$ cat config.mk
export PLATFORM = sky130hd
export DESIGN_NAME = nst_cell
export DESIGN_NICKNAME = d
export VERILOG_FILES = /design/src/nst_pkg.sv /design/src/nst_cell.sv
export SDC_FILE = /design/constraint.sdc
export NUM_CORES = 1
export LEC_CHECK = 0
export ABC_CLOCK_PERIOD_IN_PS = 5800
export BUFFER_PORTS_ARGS = -buffer_cell sky130_fd_sc_hd__buf_2
export CAP_MARGIN = 10
export CORE_AREA = 5 5 145 147
export DETAILED_ROUTE_END_ITERATION = 16
export DIE_AREA = 0 0 150 152
export HOLD_SLACK_MARGIN = 0.1
export PLACE_DENSITY_LB_ADDON = 0.25
export SYNTH_ARGS = -nofsm -noshare
export SYNTH_HDL_FRONTEND = slang
export SYNTH_SLANG_ARGS = --single-unit
$ cat constraint.sdc
create_clock -name clk_i -period 5.8 [get_ports clk_i]
set_input_delay 0.58 -clock clk_i [delete_from_list [all_inputs] [get_ports clk_i]]
set_output_delay 0.58 -clock clk_i [all_outputs]
set_load 0.02 [all_outputs]
$ cat src/nst_pkg.sv
// Shared types and constants for the NAT session table.
// No dependencies; used by nst_cell and nat_session_table_lru.
package nst_pkg;

  localparam int unsigned KEY_W  = 96;
  localparam int unsigned PORT_W = 16;
  localparam logic [PORT_W-1:0] PORT_BASE = 16'd10000;

  localparam logic [1:0] OP_LOOKUP  = 2'd0;
  localparam logic [1:0] OP_ERASE   = 2'd1;
  localparam logic [1:0] OP_REVERSE = 2'd2;

  // broadcast commands to the row of cells
  typedef enum logic [2:0] {
    CMD_NOP,
    CMD_MATCH_KEY,
    CMD_MATCH_PORT,
    CMD_MATCH_RANK,
    CMD_MATCH_FREE,
    CMD_PROMOTE,
    CMD_REMOVE,
    CMD_INSERT
  } cmd_e;

  typedef struct packed {
    cmd_e              op;
    logic [KEY_W-1:0]  key;
    logic [PORT_W-1:0] port;
  } cmd_t;

endpackage

$ cat src/nst_cell.sv
// One session slot of the NAT table plus its stage of the result chain.
// Depends on nst_pkg.
module nst_cell #(
  parameter int unsigned RW       = 6,
  parameter int unsigned IW       = 6,
  parameter int unsigned CELL_IDX = 0
) (
  input  logic                      clk_i,
  input  logic                      rst_ni,
  input  nst_pkg::cmd_t             cmd_i,
  input  logic [RW-1:0]             cmd_rank_i,
  input  logic [IW-1:0]             cmd_idx_i,
  input  logic                      chain_found_i,
  input  logic [nst_pkg::KEY_W-1:0] chain_key_i,
  input  logic [nst_pkg::PORT_W-1:0] chain_port_i,
  input  logic [RW-1:0]             chain_rank_i,
  input  logic [IW-1:0]             chain_idx_i,
  output logic                      chain_found_o,
  output logic [nst_pkg::KEY_W-1:0] chain_key_o,
  output logic [nst_pkg::PORT_W-1:0] chain_port_o,
  output logic [RW-1:0]             chain_rank_o,
  output logic [IW-1:0]             chain_idx_o
);

  localparam logic [IW-1:0] MY_IDX = IW'(CELL_IDX);

  logic                       valid_q, valid_d;
  logic                       hit_q, hit_d;
  logic [nst_pkg::KEY_W-1:0]  key_q, key_d;
  logic [nst_pkg::PORT_W-1:0] port_q, port_d;
  logic [RW-1:0]              rank_q, rank_d;

  always_comb begin
    valid_d = valid_q;
    hit_d   = hit_q;
    key_d   = key_q;
    port_d  = port_q;
    rank_d  = rank_q;
    unique case (cmd_i.op)
      nst_pkg::CMD_MATCH_KEY:  hit_d = valid_q && (key_q == cmd_i.key);
      nst_pkg::CMD_MATCH_PORT: hit_d = valid_q && (port_q == cmd_i.port);
      nst_pkg::CMD_MATCH_RANK: hit_d = valid_q && (rank_q == cmd_rank_i);
      nst_pkg::CMD_MATCH_FREE: hit_d = !valid_q;
      nst_pkg::CMD_PROMOTE: begin
        if (hit_q) begin
          rank_d = '0;
        end else if (valid_q && rank_q < cmd_rank_i) begin
          rank_d = rank_q + 1'b1;
        end
      end
      nst_pkg::CMD_REMOVE: begin
        if (hit_q) begin
          valid_d = 1'b0;
        end else if (valid_q && rank_q > cmd_rank_i) begin
          rank_d = rank_q - 1'b1;
        end
      end
      nst_pkg::CMD_INSERT: begin
        if (cmd_idx_i == MY_IDX) begin
          valid_d = 1'b1;
          key_d   = cmd_i.key;
          port_d  = cmd_i.port;
          rank_d  = '0;
        end else if (valid_q) begin
          rank_d = rank_q + 1'b1;
        end
      end
      default: ;
    endcase
  end

  always_ff @(posedge clk_i or negedge rst_ni) begin
    if (!rst_ni) begin
      valid_q       <= 1'b0;
      hit_q         <= 1'b0;
      chain_found_o <= 1'b0;
    end else begin
      valid_q       <= valid_d;
      hit_q         <= hit_d;
      chain_found_o <= hit_q | chain_found_i;
    end
  end

  always_ff @(posedge clk_i) begin
    key_q  <= key_d;
    port_q <= port_d;
    rank_q <= rank_d;
    if (hit_q) begin
      chain_key_o  <= key_q;
      chain_port_o <= port_q;
      chain_rank_o <= rank_q;
      chain_idx_o  <= MY_IDX;
    end else begin
      chain_key_o  <= chain_key_i;
      chain_port_o <= chain_port_i;
      chain_rank_o <= chain_rank_i;
      chain_idx_o  <= chain_idx_i;
    end
  end

endmodule

## Word level (Yosys, flattened, before mapping)

Cells that the tools add are included.

- Equality and inequality tests: 16
- Mux-type cells: 14
- $lt $le $gt $ge: 2
- $add $sub $neg: 2
- Reduce and logical (&&, ||, !) cells: 13
- Bitwise gates (word level): 1

Operators by type and width:

| cell | count |
|---|---|
| equality test 96 bit | 1 |
| 2-to-1 mux 96 bit | 1 |
| 2-to-1 mux 6 bit | 7 |
| one-hot mux 6 bit (3 select lines) | 1 |
| equality test 16 bit | 1 |
| 2-to-1 mux 16 bit | 1 |
| equality test 3 bit (second input constant) | 4 |
| inequality test 2 bit (second input constant) | 4 |
| adder 6 x 1 -> 6 bit (second input constant) | 1 |
| equality test 3 x 2 -> 1 bit (second input constant) | 2 |
| equality test 6 bit | 1 |
| > comparator 6 bit | 1 |
| logical NOT 6 bit | 1 |
| less-than comparator 6 bit | 1 |
| inequality test 3 bit (second input constant) | 2 |
| subtractor 6 x 1 -> 6 bit (second input constant) | 1 |
| logical AND 1 bit | 5 |
| AND reduction 5 bit | 1 |
| one-hot mux 1 bit (4 select lines) | 1 |
| nonzero test 4 bit | 1 |
| equality test 3 x 1 -> 1 bit (second input constant) | 1 |
| AND reduction 3 bit | 1 |
| nonzero test 3 bit | 1 |
| 2-to-1 mux 1 bit | 2 |
| other kinds (5) | 5 |

- Output and inout bits: 125
- Flip-flop bits (word level): 245
- Input bits: 254

## Longest topological paths before layout

Gate-level depths: netlist of the first run.

- Depth in word-level cells: 5
- Depth in mapped cells: 8
- Mapped depth without buffers: 8

## Least setup slack after synthesis of the first run

No wires, ideal clock.

- Kind: input -> register
- From: input cmd_idx_i[3]
- To: register key_q[0] (netlist bit) (enable)
- Cell stages on the path: 3
- Arrival time: 5725 ps
- Required time: 5215 ps
- Library setup time: 585 ps
- Setup slack: -510 ps
- Cell sequence: nor4_1 > nand2_1 > nor2_1

- Longest elaborated chain between the ends: 2

Ends and longest elaborated chain:

| element | line | text |
|---|---|---|
| start: declaration | nst_cell.sv:12 | `input logic [IW-1:0] cmd_idx_i,` |
| logical NOT 6 bit | nst_cell.sv:59 | `if (cmd_idx_i == MY_IDX) begin` |
| AND reduction 2 bit (no source line) | -- |  |
| end signal: assignment | nst_cell.sv:85 | `key_q <= key_d;` |
| end: declaration | nst_cell.sv:29 | `logic [nst_pkg::KEY_W-1:0] key_q, key_d;` |

Every way passes these cells.
A chain may end at the register's enable or synchronous reset.

## Final worst setup path of the first run

- From: register rank_q[3]
- To: register rank_q[2] (enable)

- Longest elaborated chain between the ends: 4

Ends and longest elaborated chain:

| element | line | text |
|---|---|---|
| start: declaration | nst_cell.sv:31 | `logic [RW-1:0] rank_q, rank_d;` |
| start signal: assignment | nst_cell.sv:87 | `rank_q <= rank_d;` |
| less-than comparator 6 bit or > comparator 6 bit (tied branches) | nst_cell.sv:47, nst_cell.sv:54 |  |
| logical AND 1 bit, on equally long branches | nst_cell.sv:47, nst_cell.sv:54 |  |
| inequality test 3 bit (no source line) or inequality test 2 bit (tied branches) | -- |  |
| AND reduction 5 bit (no source line) (*) | -- |  |

Every way passes the cells marked *; elsewhere a longest branch is shown, timed or not.

==> summary.md, run 1 <==
| Metric | Value |
|---|---|
| RSZ-0062 raised after global routing | `false` |
| Drt wl/cell | `19.2 um` |
| Synth Flop Type | `dfxtp_1` |
| Initial antenna violation count | `13` |
| Syn-to-layout area delta | `32.4%` |
| Total track usage | `21.7%` |
| Average size of a mapped cell | `14.4 um2` |
| Routability Congestion | `0.835` |
| Seq/Total Area, Yosys | `64.8%` |
| CP Buf/Inv Count | `0` |
| Post-Syn Area | `9410 um2` |
| Dpl hpwl | `20300 um` |
| Via count | `6676` |
| Cells after synthesis | `654` |
| # Max-Cap Violations | `0` |
| Root buffer cell | `clkbuf_16` |
| Slew HR | `39.9%` |
| H-tree levels | `1` |
| Initial Util | `47.6%` |
| Worst Setup Start Kind | `flip-flop` |
| Worst-path clk slew | `60 ps` |
| Num rows | `52` |
| Final setup fails | `0` |
| Clk_lat worst skew | `520 ps` |
| Period utilisation layout | `44.5%` |
| Post-CTS sizing | `0` |
| Total negative slack | `0 ps` |
| Number of cells after detailed placement | `1286` |
| First-pass DRT Iterations | `6` |
| Final WL | `25800 um` |
| Status | `complete, no violations` |
| Critical Path, Cell by Cell | `ha_1 -> a2111oi_0 -> a21oi_1 -> mux2i_1 -> nand2_1 -> a21oi_1` |
| Post-layout nets | `1307` |
| Fin cells | `1341` |
| Setup Crit Path Kind | `reg2reg` |
| Most frequent CP cell | `a21oi_1` |
| Met2 WL | `12700 um` |
| Post-CTS setup buffer count | `0` |
| Die width | `150 um` |
| DIE HEIGHT | `152 um` |
| Async S/R FF share, synth | `1.22%` |
| Worst min-delay path class | `in2reg` |
| Peak VDD IR | `0.226 mV` |
| Synth cell types | `50` |
| DRT iter0 DRCs | `223` |
| Post-DR vias/cell | `4.98` |
| Post-route ant nets | `0` |
| CP max-delay cell | `edfxtp_1` |
| TritonCTS clock tree | `done` |
| Flops & latches, synth | `245` |
| Grt total ovfl | `0` |
| Pwr Density | `327 nW/um2` |
| Post-synth EDFFs | `118` |
| Skew final | `12.8 ps` |
| Num CTS Buffers | `26` |
| CP endpoint kind | `flip-flop` |
| Fillers | `1622` |
| Slowest stage delay, CP | `510 ps` |
| Ports | `379` |
| Mapped Nets | `916` |
| Met1 wire length | `9790 um` |
| CP arrival | `2720 ps` |
| Max-slew violations | `0` |
| Maximum clock path buffer count | `3` |
| Largest net degree at the start of global routing | `71` |
| Critical Path RT | `5940 ps` |
| Tot Pwr | `0.00407 W` |
| Layout cell share with drive strength beyond 1 | `51.4%` |
| Vias in the first global route | `7001` |
| Top Metal Used | `met5` |
| Total core area | `19800 um2` |
| Slew @ Worst Pin | `902 ps` |
| Count of final hold-check violations | `0` |
| Ys Warns | `0` |
| Final min period | `2580 ps` |
| Clk sink count | `245` |
| Leak Pwr | `5.23 nW` |
| Post-CTS Hold Fix Bufs | `1` |
| DIE AREA | `22800 um2` |
| CP delay by family, top | `compound AO/OA/AOI/OAI gates` |
| CP max FO | `9` |
| DRC | `0` |
| Fmax | `0.388 GHz` |
| # port buffers | `378` |
| Routed length on met3 | `2590 um` |
| First-pass GRT wire length | `38500 um` |
Yosys cell counts (2+ instances only):
cell type,instances,area [um2]
dfrtp_1,3,75.1
inv_1,37,139
a22o_1,2,17.5
nor4_1,12,75.1
a221oi_1,9,78.8
o31ai_1,5,37.5
buf_2,12,60.1
o22ai_1,12,75.1
a21oi_1,8,40.0
nand3b_1,2,15.0
mux2_2,118,1330
o211a_1,2,20.0
edfxtp_1,118,3540
nand3_1,7,35.0
inv_2,4,15.0
nor2b_1,8,50.1
ha_1,8,100
o2bb2ai_1,7,61.3
o211ai_1,2,15.0
dfxtp_1,124,2480
clkbuf_1,6,22.5
nand4_1,18,113
o2111ai_1,2,17.5
nor3_1,3,15.0
nand2_1,13,48.8
nor4_2,2,25.0
nor2_1,8,30.0
xor2_1,21,184
xnor2_1,60,526
worst register-to-register path: cells and delay by family, from the launching register on:
| family | cells | cell delay (ps) |
|---|---|---|
| AO/OA/AOI/OAI | 3 | 1110 |
| flip-flops | 1 | 510 |
| adder cells (fa/ha/maj) | 1 | 370 |
| AND/OR/NAND/NOR | 1 | 70 |
| multiplexers | 1 | 160 |
layer usage:
metal  GRT usage (%)  vias to the layer above
met5               0                        -
met4            6.54                       12
met1            25.2                     3118
li1                -                     3188
met3            7.51                       52
met2            37.5                      306
metrics by stage:
stage	util (%)	instance area, um2	setup WS, ps	hold WS (ps)
after global routing	63.0	12500	2990	227
after global placement	58.5	11600	2710	403
after CTS	62.9	12400	3240	232
after floorplan	-	9410	1380	284
after detailed placement	58.5	11600	2730	404
final	63.0	12500	3220	251
kinds of logic (layout without fill, tap and decap cells):
| kind of cell | Yosys count | count (layout) | share of synthesized area [%] |
|---|---|---|---|
| and+or+nand+nor | 78 | 78 | 4.73 |
| adders and majority gates | 8 | 8 | 1.06 |
| DFF | 245 | 245 | 64.8 |
| AOI/OAI and AO/OA | 62 | 62 | 4.93 |
| muxes | 119 | 119 | 14.2 |
| other | 0 | 7 | 0 |
| xor gates and xnor gates | 81 | 81 | 7.54 |
| buffers and inverters | 61 | 471 | 2.67 |
registers in the layout (all words and copies together) (netlist names):
signal / cells
chain_found_o: 1
port_q: 16
chain_port_o: 16
rank_q: 6
key_q: 96
chain_key_o: 96
hit_q: 1
chain_rank_o: 6
valid_q: 1
chain_idx_o: 6
report_power, final:
group	switching, W	internal, W
Sequential	0.0000426	0.00190
Clock	0.000647	0.000984
Combinational	0.000261	0.000239
Total	0.000951	0.00312
layout by cell type, fill, tap and decap left out, types with 3 or more instances in the layout:
cell type and n:
clkinv_1 3, diode_2 7, xnor2_1 60, mux2_2 118, inv_1 37, o31ai_1 5
nor3_1 3, nor2b_1 8, o2bb2ai_1 7, ha_1 8, a21oi_1 8, xor2_1 21
clkbuf_16 28, buf_2 378, nand2_1 13, buf_4 3, nand3_1 7, a221oi_1 9
clkbuf_8 5, edfxtp_1 118, inv_2 4, nand4_1 18, nor2_1 7, dfxtp_1 124
clkbuf_1 7, nor4_1 12, clkinv_2 3, o22ai_1 12
final timing paths:
path | start | endpoint | slack (ps) | depth (start not counted)
worst max-delay path | rank_q[3] | rank_q[2] | 3220 | 6
worst min-delay path | cmd_i[57] | key_q[41] | 250 | 1
worst max register to register | rank_q[3] | rank_q[2] | 3220 | 6
worst min register to register | key_q[52] | chain_key_o[52] | 500 | 1
max in group asynchronous | rst_ni | hit_q | 5210 | 2
min in group asynchronous | rst_ni | chain_found_o | 430 | 2
area by class of cell:
| type | instances | area, um2 | share of cell area (%) |
|---|---|---|---|
| Multi-Input combinational cell | 348 | 3070 | 24.6 |
| Antenna cell | 7 | 17.5 | 0.141 |
| Sequential cell | 245 | 6100 | 49.0 |
| Inverter | 42 | 158 | 1.26 |
| Clock inverter | 7 | 60.1 | 0.482 |
| Tap cell | 270 | 338 | 2.71 |
| Timing Repair Buffer | 382 | 1920 | 15.4 |
| Clock buffer | 40 | 796 | 6.38 |
Power figures use the tool's default switching activity.
==> run 2, diff against run 1 <==
--- a/config.mk
+++ b/config.mk
@@ -5,12 +5,12 @@
 export SDC_FILE = /design/constraint.sdc
 export NUM_CORES = 1
 export LEC_CHECK = 0
-export ABC_CLOCK_PERIOD_IN_PS = 5800
+export ABC_CLOCK_PERIOD_IN_PS = 2250
 export BUFFER_PORTS_ARGS = -buffer_cell sky130_fd_sc_hd__buf_2
 export CAP_MARGIN = 10
-export CORE_AREA = 5 5 145 147
+export CORE_MARGIN = 5
+export CORE_UTILIZATION = 44
 export DETAILED_ROUTE_END_ITERATION = 16
-export DIE_AREA = 0 0 150 152
 export HOLD_SLACK_MARGIN = 0.1
 export PLACE_DENSITY_LB_ADDON = 0.25
 export SYNTH_ARGS = -nofsm -noshare
==> constraint.sdc (replaced) <==
create_clock -name clk_i -period 2.25 [get_ports clk_i]
set_input_delay 0.225 -clock clk_i [delete_from_list [all_inputs] [get_ports clk_i]]
set_output_delay 0.225 -clock clk_i [all_outputs]
set_load 0.02 [all_outputs]
==> run 2 against run 1 <==
Clock skew decreased by 1.8 ps. Via count rose by 18%. Power rose to 2.7 times the previous value. Critical path type unchanged. Critical endpoint is now hit_q.
==> summary.md, run 2 (synthesized netlist as in run 1, its figures left out) <==
| Metric | Value |
|---|---|
| Final WL | `32100 um (+25%)` |
| Post-DR vias/cell | `4.95 (-0.53%)` |
| Final Hold Slack | `211 ps (-40.2 ps)` |
| Routability Congestion | `0.805 (-3.5%)` |
| Slew HR | `56.7% (+17 points)` |
| CP max FO | `2 (-7)` |
| Fin cells | `1590 (+19%)` |
| Peak VDD IR | `0.683 mV (+200%)` |
| Layout cell share with drive strength beyond 1 | `42.3% (-9.1 points)` |
| # port buffers | `378 (unchanged)` |
| Critical Path RT | `2700 ps (-3240 ps)` |
| Setup Crit Path Kind | `reg2reg` |
| CP endpoint kind | `flip-flop` |
| DIE AREA | `24400 um2 (+7.1%)` |
| Worst-path clk slew | `60 ps (about the same)` |
| Worst min-delay path class | `in2reg` |
| Fillers | `1379 (-15%)` |
| Total track usage | `25.3% (+3.7 points)` |
| DP Area | `11700 um2 (+1.3%)` |
| Via count | `7874 (+18%)` |
| Largest net degree at the start of global routing | `67 (-5.6%)` |
| Tot Pwr | `0.0109 W (+170%)` |
| DIE HEIGHT | `156 um (+2.8%)` |
| Num rows | `53 (+1.9%)` |
| Initial Util | `44.8% (-2.8 points)` |
| Dpl hpwl | `21300 um (+4.6%)` |
| Die width | `156 um (+4.2%)` |
| CP delay by family, top | `simple AND/OR/NAND/NOR gates` |
| Final setup fails | `0 (unchanged)` |
| # Max-Cap Violations | `0 (unchanged)` |
| Vias in the first global route | `8701 (+24%)` |
| Multi-input gate area | `3090 um2 (+0.69%)` |
| WHS Endpoint | `port_q[15]` |
| Post-route ant nets | `0 (unchanged)` |
| First-pass GRT wire length | `48100 um (+25%)` |
| Clk_lat worst skew | `520 ps (about the same)` |
| Number of cells after detailed placement | `1301 (+1.2%)` |
| First-pass DRT Iterations | `5 (-1)` |
| R2R depth | `7 (+1)` |
| CP max-delay cell | `edfxtp_1` |
| Drt wl/cell | `20.2 um (+5.1%)` |
| Period utilisation layout | `92.7% (+48 points)` |
| Count of final hold-check violations | `0 (unchanged)` |
| Commonest non-fill, non-tap cell in the layout | `buf_2` |
| Total negative slack | `0 ps (unchanged)` |
| Worst Setup Start Kind | `flip-flop` |
| Syn-to-layout area delta | `59.0%` |
| Register Area | `6100 um2 (unchanged)` |
| Final instance area | `15000 um2 (+20%)` |
| CP Buf/Inv Count | `1 (+1)` |
| RSZ-0062 raised after global routing | `false` |
| Initial antenna violation count | `2 (-11)` |
| TritonCTS clock tree | `done` |
| Fmax | `0.479 GHz (+24%)` |
| CP startpoint | `key_q[65]` |
| Hold Startpoint | `cmd_idx_i[4]` |
| CP arrival | `2540 ps (-180 ps)` |
| Clk sink count | `245 (unchanged)` |
| Post-layout nets | `1555 (+19%)` |
| Most frequent cells in the layout | `378 x buf_2, 239 x dlygate4sd3_1, 124 x dfxtp_1` |
| Post-CTS setup buffer count | `0 (unchanged)` |
| Max-slew violations | `0 (unchanged)` |
| Ports | `379 (unchanged)` |
| Top Registers | `chain_key_o x96, key_q x96` |
| H-tree levels | `1 (unchanged)` |
| Pwr Density | `728 nW/um2 (+120%)` |
| Slew @ Worst Pin | `643 ps (-259 ps)` |
| Final min period | `2090 ps (-495 ps)` |
| Status | `complete, no violations` |
| DRC | `0 (unchanged)` |
| Reg2Reg Setup Slack | `160 ps (-3060 ps)` |
| Slowest stage delay, CP | `410 ps (-100 ps)` |
| Total core area | `21000 um2 (+6.3%)` |
| Skew final | `11.1 ps (-1.77 ps)` |
| Hold path cells | `4 (+3)` |
| Root buffer cell | `clkbuf_16` |
| Num CTS Buffers | `26 (unchanged)` |
| Grt total ovfl | `0 (unchanged)` |
| DRT iter0 DRCs | `406 (+82%)` |
| Maximum clock path buffer count | `3 (unchanged)` |
| Reg-to-Reg Start | `key_q[65]` |
| R2r endpoint | `hit_q` |
| Critical Path, Cell by Cell | `xnor2_1 -> nand4_1 -> nor4_1 -> buf_4 -> nand4_1 -> nor4_1 -> a31o_1` |
| Leak Pwr | `6.27 nW (+20%)` |
[run 2: cell count changes in the layout (fill, tap and decap cells not counted), moves of 2 or more]
| cell | previous run | this run |
|---|---|---|
| clkinv_2 | 3 | 1 |
| dlygate4sd3_1 | 1 | 239 |
| buf_4 | 3 | 9 |
| clkbuf_1 | 7 | 13 |
| diode_2 | 7 | 2 |
| clkinv_1 | 3 | 1 |
| buf_12 | 0 | 4 |
[run 2: layout make-up]
cell class / instances / share of cell area [%]
flip-flops and latches: 245 / 40.8
clock buffers: 46 / 5.47
well taps: 275 / 2.30
clock inverters: 2 / 0.0920
diodes: 2 / 0.0335
inverters: 42 / 1.05
repair buffers: 630 / 29.6
multi-input cells: 348 / 20.6
[run 2: what timing repair did]
action | in CTS | in global routing
endpoints found under the hold margin | 240 | 0
gates resized for setup | 0 | 2
endpoints found under the setup margin | 0 | 6
hold buffers | 239 | 0
[run 2: worst max path at each step]
stage          slack (ps)  cells past startpoint   endpoint
2_1_floorplan        -470                      3   key_q[0]
3_3_place_gp          240                      7  rank_q[4]
3_5_place_dp           90                      7  rank_q[4]
4_1_cts                50                      7  rank_q[2]
5_1_grt                30                      7      hit_q
6_report              160                      7      hit_q
[run 2: metal layers]
metal | vias to the layer above | global-route usage [%] | wire length, um
met5 | - | 0 | 0
met4 | 0 | 8.55 | 1100
met3 | 76 | 6.44 | 2550
met2 | 374 | 45.9 | 16400
met1 | 3739 | 29.1 | 12000
li1 | 3685 | - | -
[run 2: stage by stage]
stage	utilization, %	setup slack (ps)
2_1_floorplan	-	-471
3_3_place_gp	55.8	240
3_5_place_dp	55.8	92.6
4_1_cts	71.1	46.3
5_1_grt	71.2	32.8
6_report	71.2	164
[run 2: power breakdown]
| group | switching, W | internal (W) | total [W] |
|---|---|---|---|
| registers | 0.0000805 | 0.00490 | 0.00498 |
| clock network | 0.00171 | 0.00245 | 0.00416 |
| logic | 0.000848 | 0.000905 | 0.00175 |
| total | 0.00263 | 0.00826 | 0.0109 |
[run 2: tightest hold or removal path: stages]
cell and delay [ps]:
buf_2 100, nor4_4 40, nand2_1 120, nor2_4 60
==> run 3, diff against run 2 <==
--- a/config.mk
+++ b/config.mk
@@ -13,6 +13,7 @@
 export DETAILED_ROUTE_END_ITERATION = 16
 export HOLD_SLACK_MARGIN = 0.1
 export PLACE_DENSITY_LB_ADDON = 0.25
+export RECOVER_POWER = 100
 export SYNTH_ARGS = -nofsm -noshare
 export SYNTH_HDL_FRONTEND = slang
 export SYNTH_SLANG_ARGS = --single-unit
==> run 3 against run 2 <==
First-iteration DRC count is 0.49% lower. Register-to-register slack hardly changed. Setup slack worse by 11 ps. Sequential power hardly changed. Combinational power is 5% lower. Via count is 0.20% lower. Die area stayed put. Routed wire length is 0.41% lower. Flip-flop and latch count stayed put. Clock skew is 0.83 ps higher. Critical path depth stayed put.
==> summary.md, run 3 (synthesized netlist as in run 1, its figures left out) <==
| Metric | Value |
|---|---|
| DIE HEIGHT | `156 um (unchanged)` |
| Post-route ant nets | `0 (unchanged)` |
| Worst Setup Start Kind | `flip-flop` |
| Routability Congestion | `0.805 (unchanged)` |
| Critical Path, Cell by Cell | `xnor2_1 -> nand4_1 -> nor4_1 -> buf_4 -> nand4_1 -> nor4_1 -> a31o_1` |
| Worst-path clk slew | `60 ps (about the same)` |
| Most Crowded Layer GR | `met2` |
| Post-DR vias/cell | `4.94 (-0.20%)` |
| Setup ws final | `153 ps (-11.4 ps)` |
| Slew @ Worst Pin | `770 ps (+127 ps)` |
| Slew HR | `48.7% (-8.0 points)` |
| RSZ-0062 raised after global routing | `false` |
| Period utilisation layout | `93.2% (+0.51 points)` |
| DIE AREA | `24400 um2 (unchanged)` |
| Num rows | `53 (unchanged)` |
| Pwr Density | `739 nW/um2 (+1.5%)` |
| DRT iter0 DRCs | `404 (-0.49%)` |
| Total core area | `21000 um2 (unchanged)` |
| Most frequent cells in the layout | `248 x clkbuf_1, 239 x dlygate4sd3_1, 142 x buf_2` |
| Fillers | `1551 (+12%)` |
| Setup Crit Path Kind | `reg2reg` |
| Slowest stage delay, CP | `410 ps (about the same)` |
| TritonCTS clock tree | `done` |
| Worst min-delay path class | `in2reg` |
| Drt wl/cell | `20.1 um (-0.41%)` |
| Clk_lat worst skew | `520 ps (about the same)` |
| Post-layout nets | `1555 (unchanged)` |
| Peak VDD IR | `0.679 mV (-0.70%)` |
| CP arrival | `2550 ps (about the same)` |
| H-tree levels | `1 (unchanged)` |
| CP max-delay cell | `edfxtp_1` |
| Die width | `156 um (unchanged)` |
| Post-layout util | `69.5% (-1.7 points)` |
| GRT met2 Usage | `45.9% (unchanged)` |
| Dpl hpwl | `21300 um (unchanged)` |
| Max-slew violations | `0 (unchanged)` |
| Vias in the first global route | `8701 (unchanged)` |
| CP Buf/Inv Count | `1 (unchanged)` |
| Skew final | `11.9 ps (+0.829 ps)` |
| Final WL | `32000 um (-0.41%)` |
| Leak Pwr | `5.62 nW (-10%)` |
| Count of final hold-check violations | `0 (unchanged)` |
| Placement Setup Slack | `92.6 ps (unchanged)` |
| GR Layer Usage met3 | `6.44% (unchanged)` |
| CP max FO | `2 (unchanged)` |
| Fmax | `0.477 GHz (-0.54%)` |
| Maximum clock path buffer count | `3 (unchanged)` |
| Status | `complete, no violations` |
| # port buffers | `378 (unchanged)` |
| Grt total ovfl | `0 (unchanged)` |
| Final min period | `2100 ps (+11.4 ps)` |
| Initial antenna violation count | `2 (unchanged)` |
| Largest net degree at the start of global routing | `67 (unchanged)` |
| Num CTS Buffers | `26 (unchanged)` |
| Clk sink count | `245 (unchanged)` |
| Syn-to-layout area delta | `55.2%` |
| Commonest non-fill, non-tap cell in the layout | `clkbuf_1` |
| CP delay by family, top | `simple AND/OR/NAND/NOR gates` |
| Ports | `379 (unchanged)` |
| CP endpoint kind | `flip-flop` |
| DRC | `0 (unchanged)` |
| Total track usage | `25.3% (unchanged)` |
| # Max-Cap Violations | `0 (unchanged)` |
| First-pass GRT wire length | `48100 um (unchanged)` |
| Final setup fails | `0 (unchanged)` |
| Top Registers | `chain_key_o x96, key_q x96` |
| First-pass DRT Iterations | `5 (unchanged)` |
| Via count | `7858 (-0.20%)` |
| Reg2Reg Setup Slack | `150 ps (about the same)` |
| Initial Util | `44.8% (unchanged)` |
| Critical Path RT | `2710 ps (about the same)` |
| Root buffer cell | `clkbuf_16` |
| GR Layer Usage met1 | `29.1% (unchanged)` |
| Layout cell share with drive strength beyond 1 | `23.8% (-19 points)` |
## run 3: layout make-up
type | instances | area (um2) | share of cell area (%)
clock buffer | 46 | 818 | 5.60
multi-input combinational | 348 | 3060 | 21.0
tap | 275 | 344 | 2.36
antenna | 2 | 5.00 | 0.0343
timing repair buffer | 630 | 4110 | 28.1
inverter | 42 | 158 | 1.08
clock inverter | 2 | 13.8 | 0.0942
sequential | 245 | 6100 | 41.8
## run 3: stage by stage
stage	setup TNS (ps)	area, um2	std cells	hold WS, ps	total power [W]
finish	0	14600	1590	215	0.0108
global route	0	14600	1590	225	0.0112
CTS	0	15000	1588	183	0.0109
detailed placement	0	11700	1301	38.8	0.00644
global placement	0	11700	1301	37.4	0.00641
floorplan	-53020	9430	654	-70.6	0.00584
## run 3: power breakdown
part | internal, W | switching [W]
clock network | 0.00245 | 0.00170
logic | 0.000813 | 0.000845
registers | 0.00490 | 0.0000869
total | 0.00816 | 0.00263
## run 3: routing by layer
| metal | up-vias | share of wire (%) |
|---|---|---|
| li1 | 3678 | - |
| met1 | 3722 | 37 |
| met2 | 382 | 51 |
| met3 | 76 | 8.2 |
| met4 | 0 | 3.4 |
| met5 | - | 0 |
## run 3: what timing repair did
item,in CTS,in global routing
hold endpoints to repair,240,0
setup endpoints to repair,0,6
setup buffers,0,0
hold buffers,239,0
gates resized for setup,0,2
## run 3: path summary, 6_finish.rpt
kind	depth (start not counted)	end	start
worst max-delay path	7	hit_q	key_q[65]
worst min-delay path	4	port_q[15]	cmd_idx_i[5]
worst max register to register	7	hit_q	key_q[65]
worst min register to register	1	chain_key_o[3]	key_q[3]
max in group asynchronous	3	chain_found_o	rst_ni
min in group asynchronous	3	hit_q	rst_ni
## run 3: worst min-delay path: stages
cell	delay, ps
buf_2	80
nor4_1	60
nand2_1	90
nor2_1	90
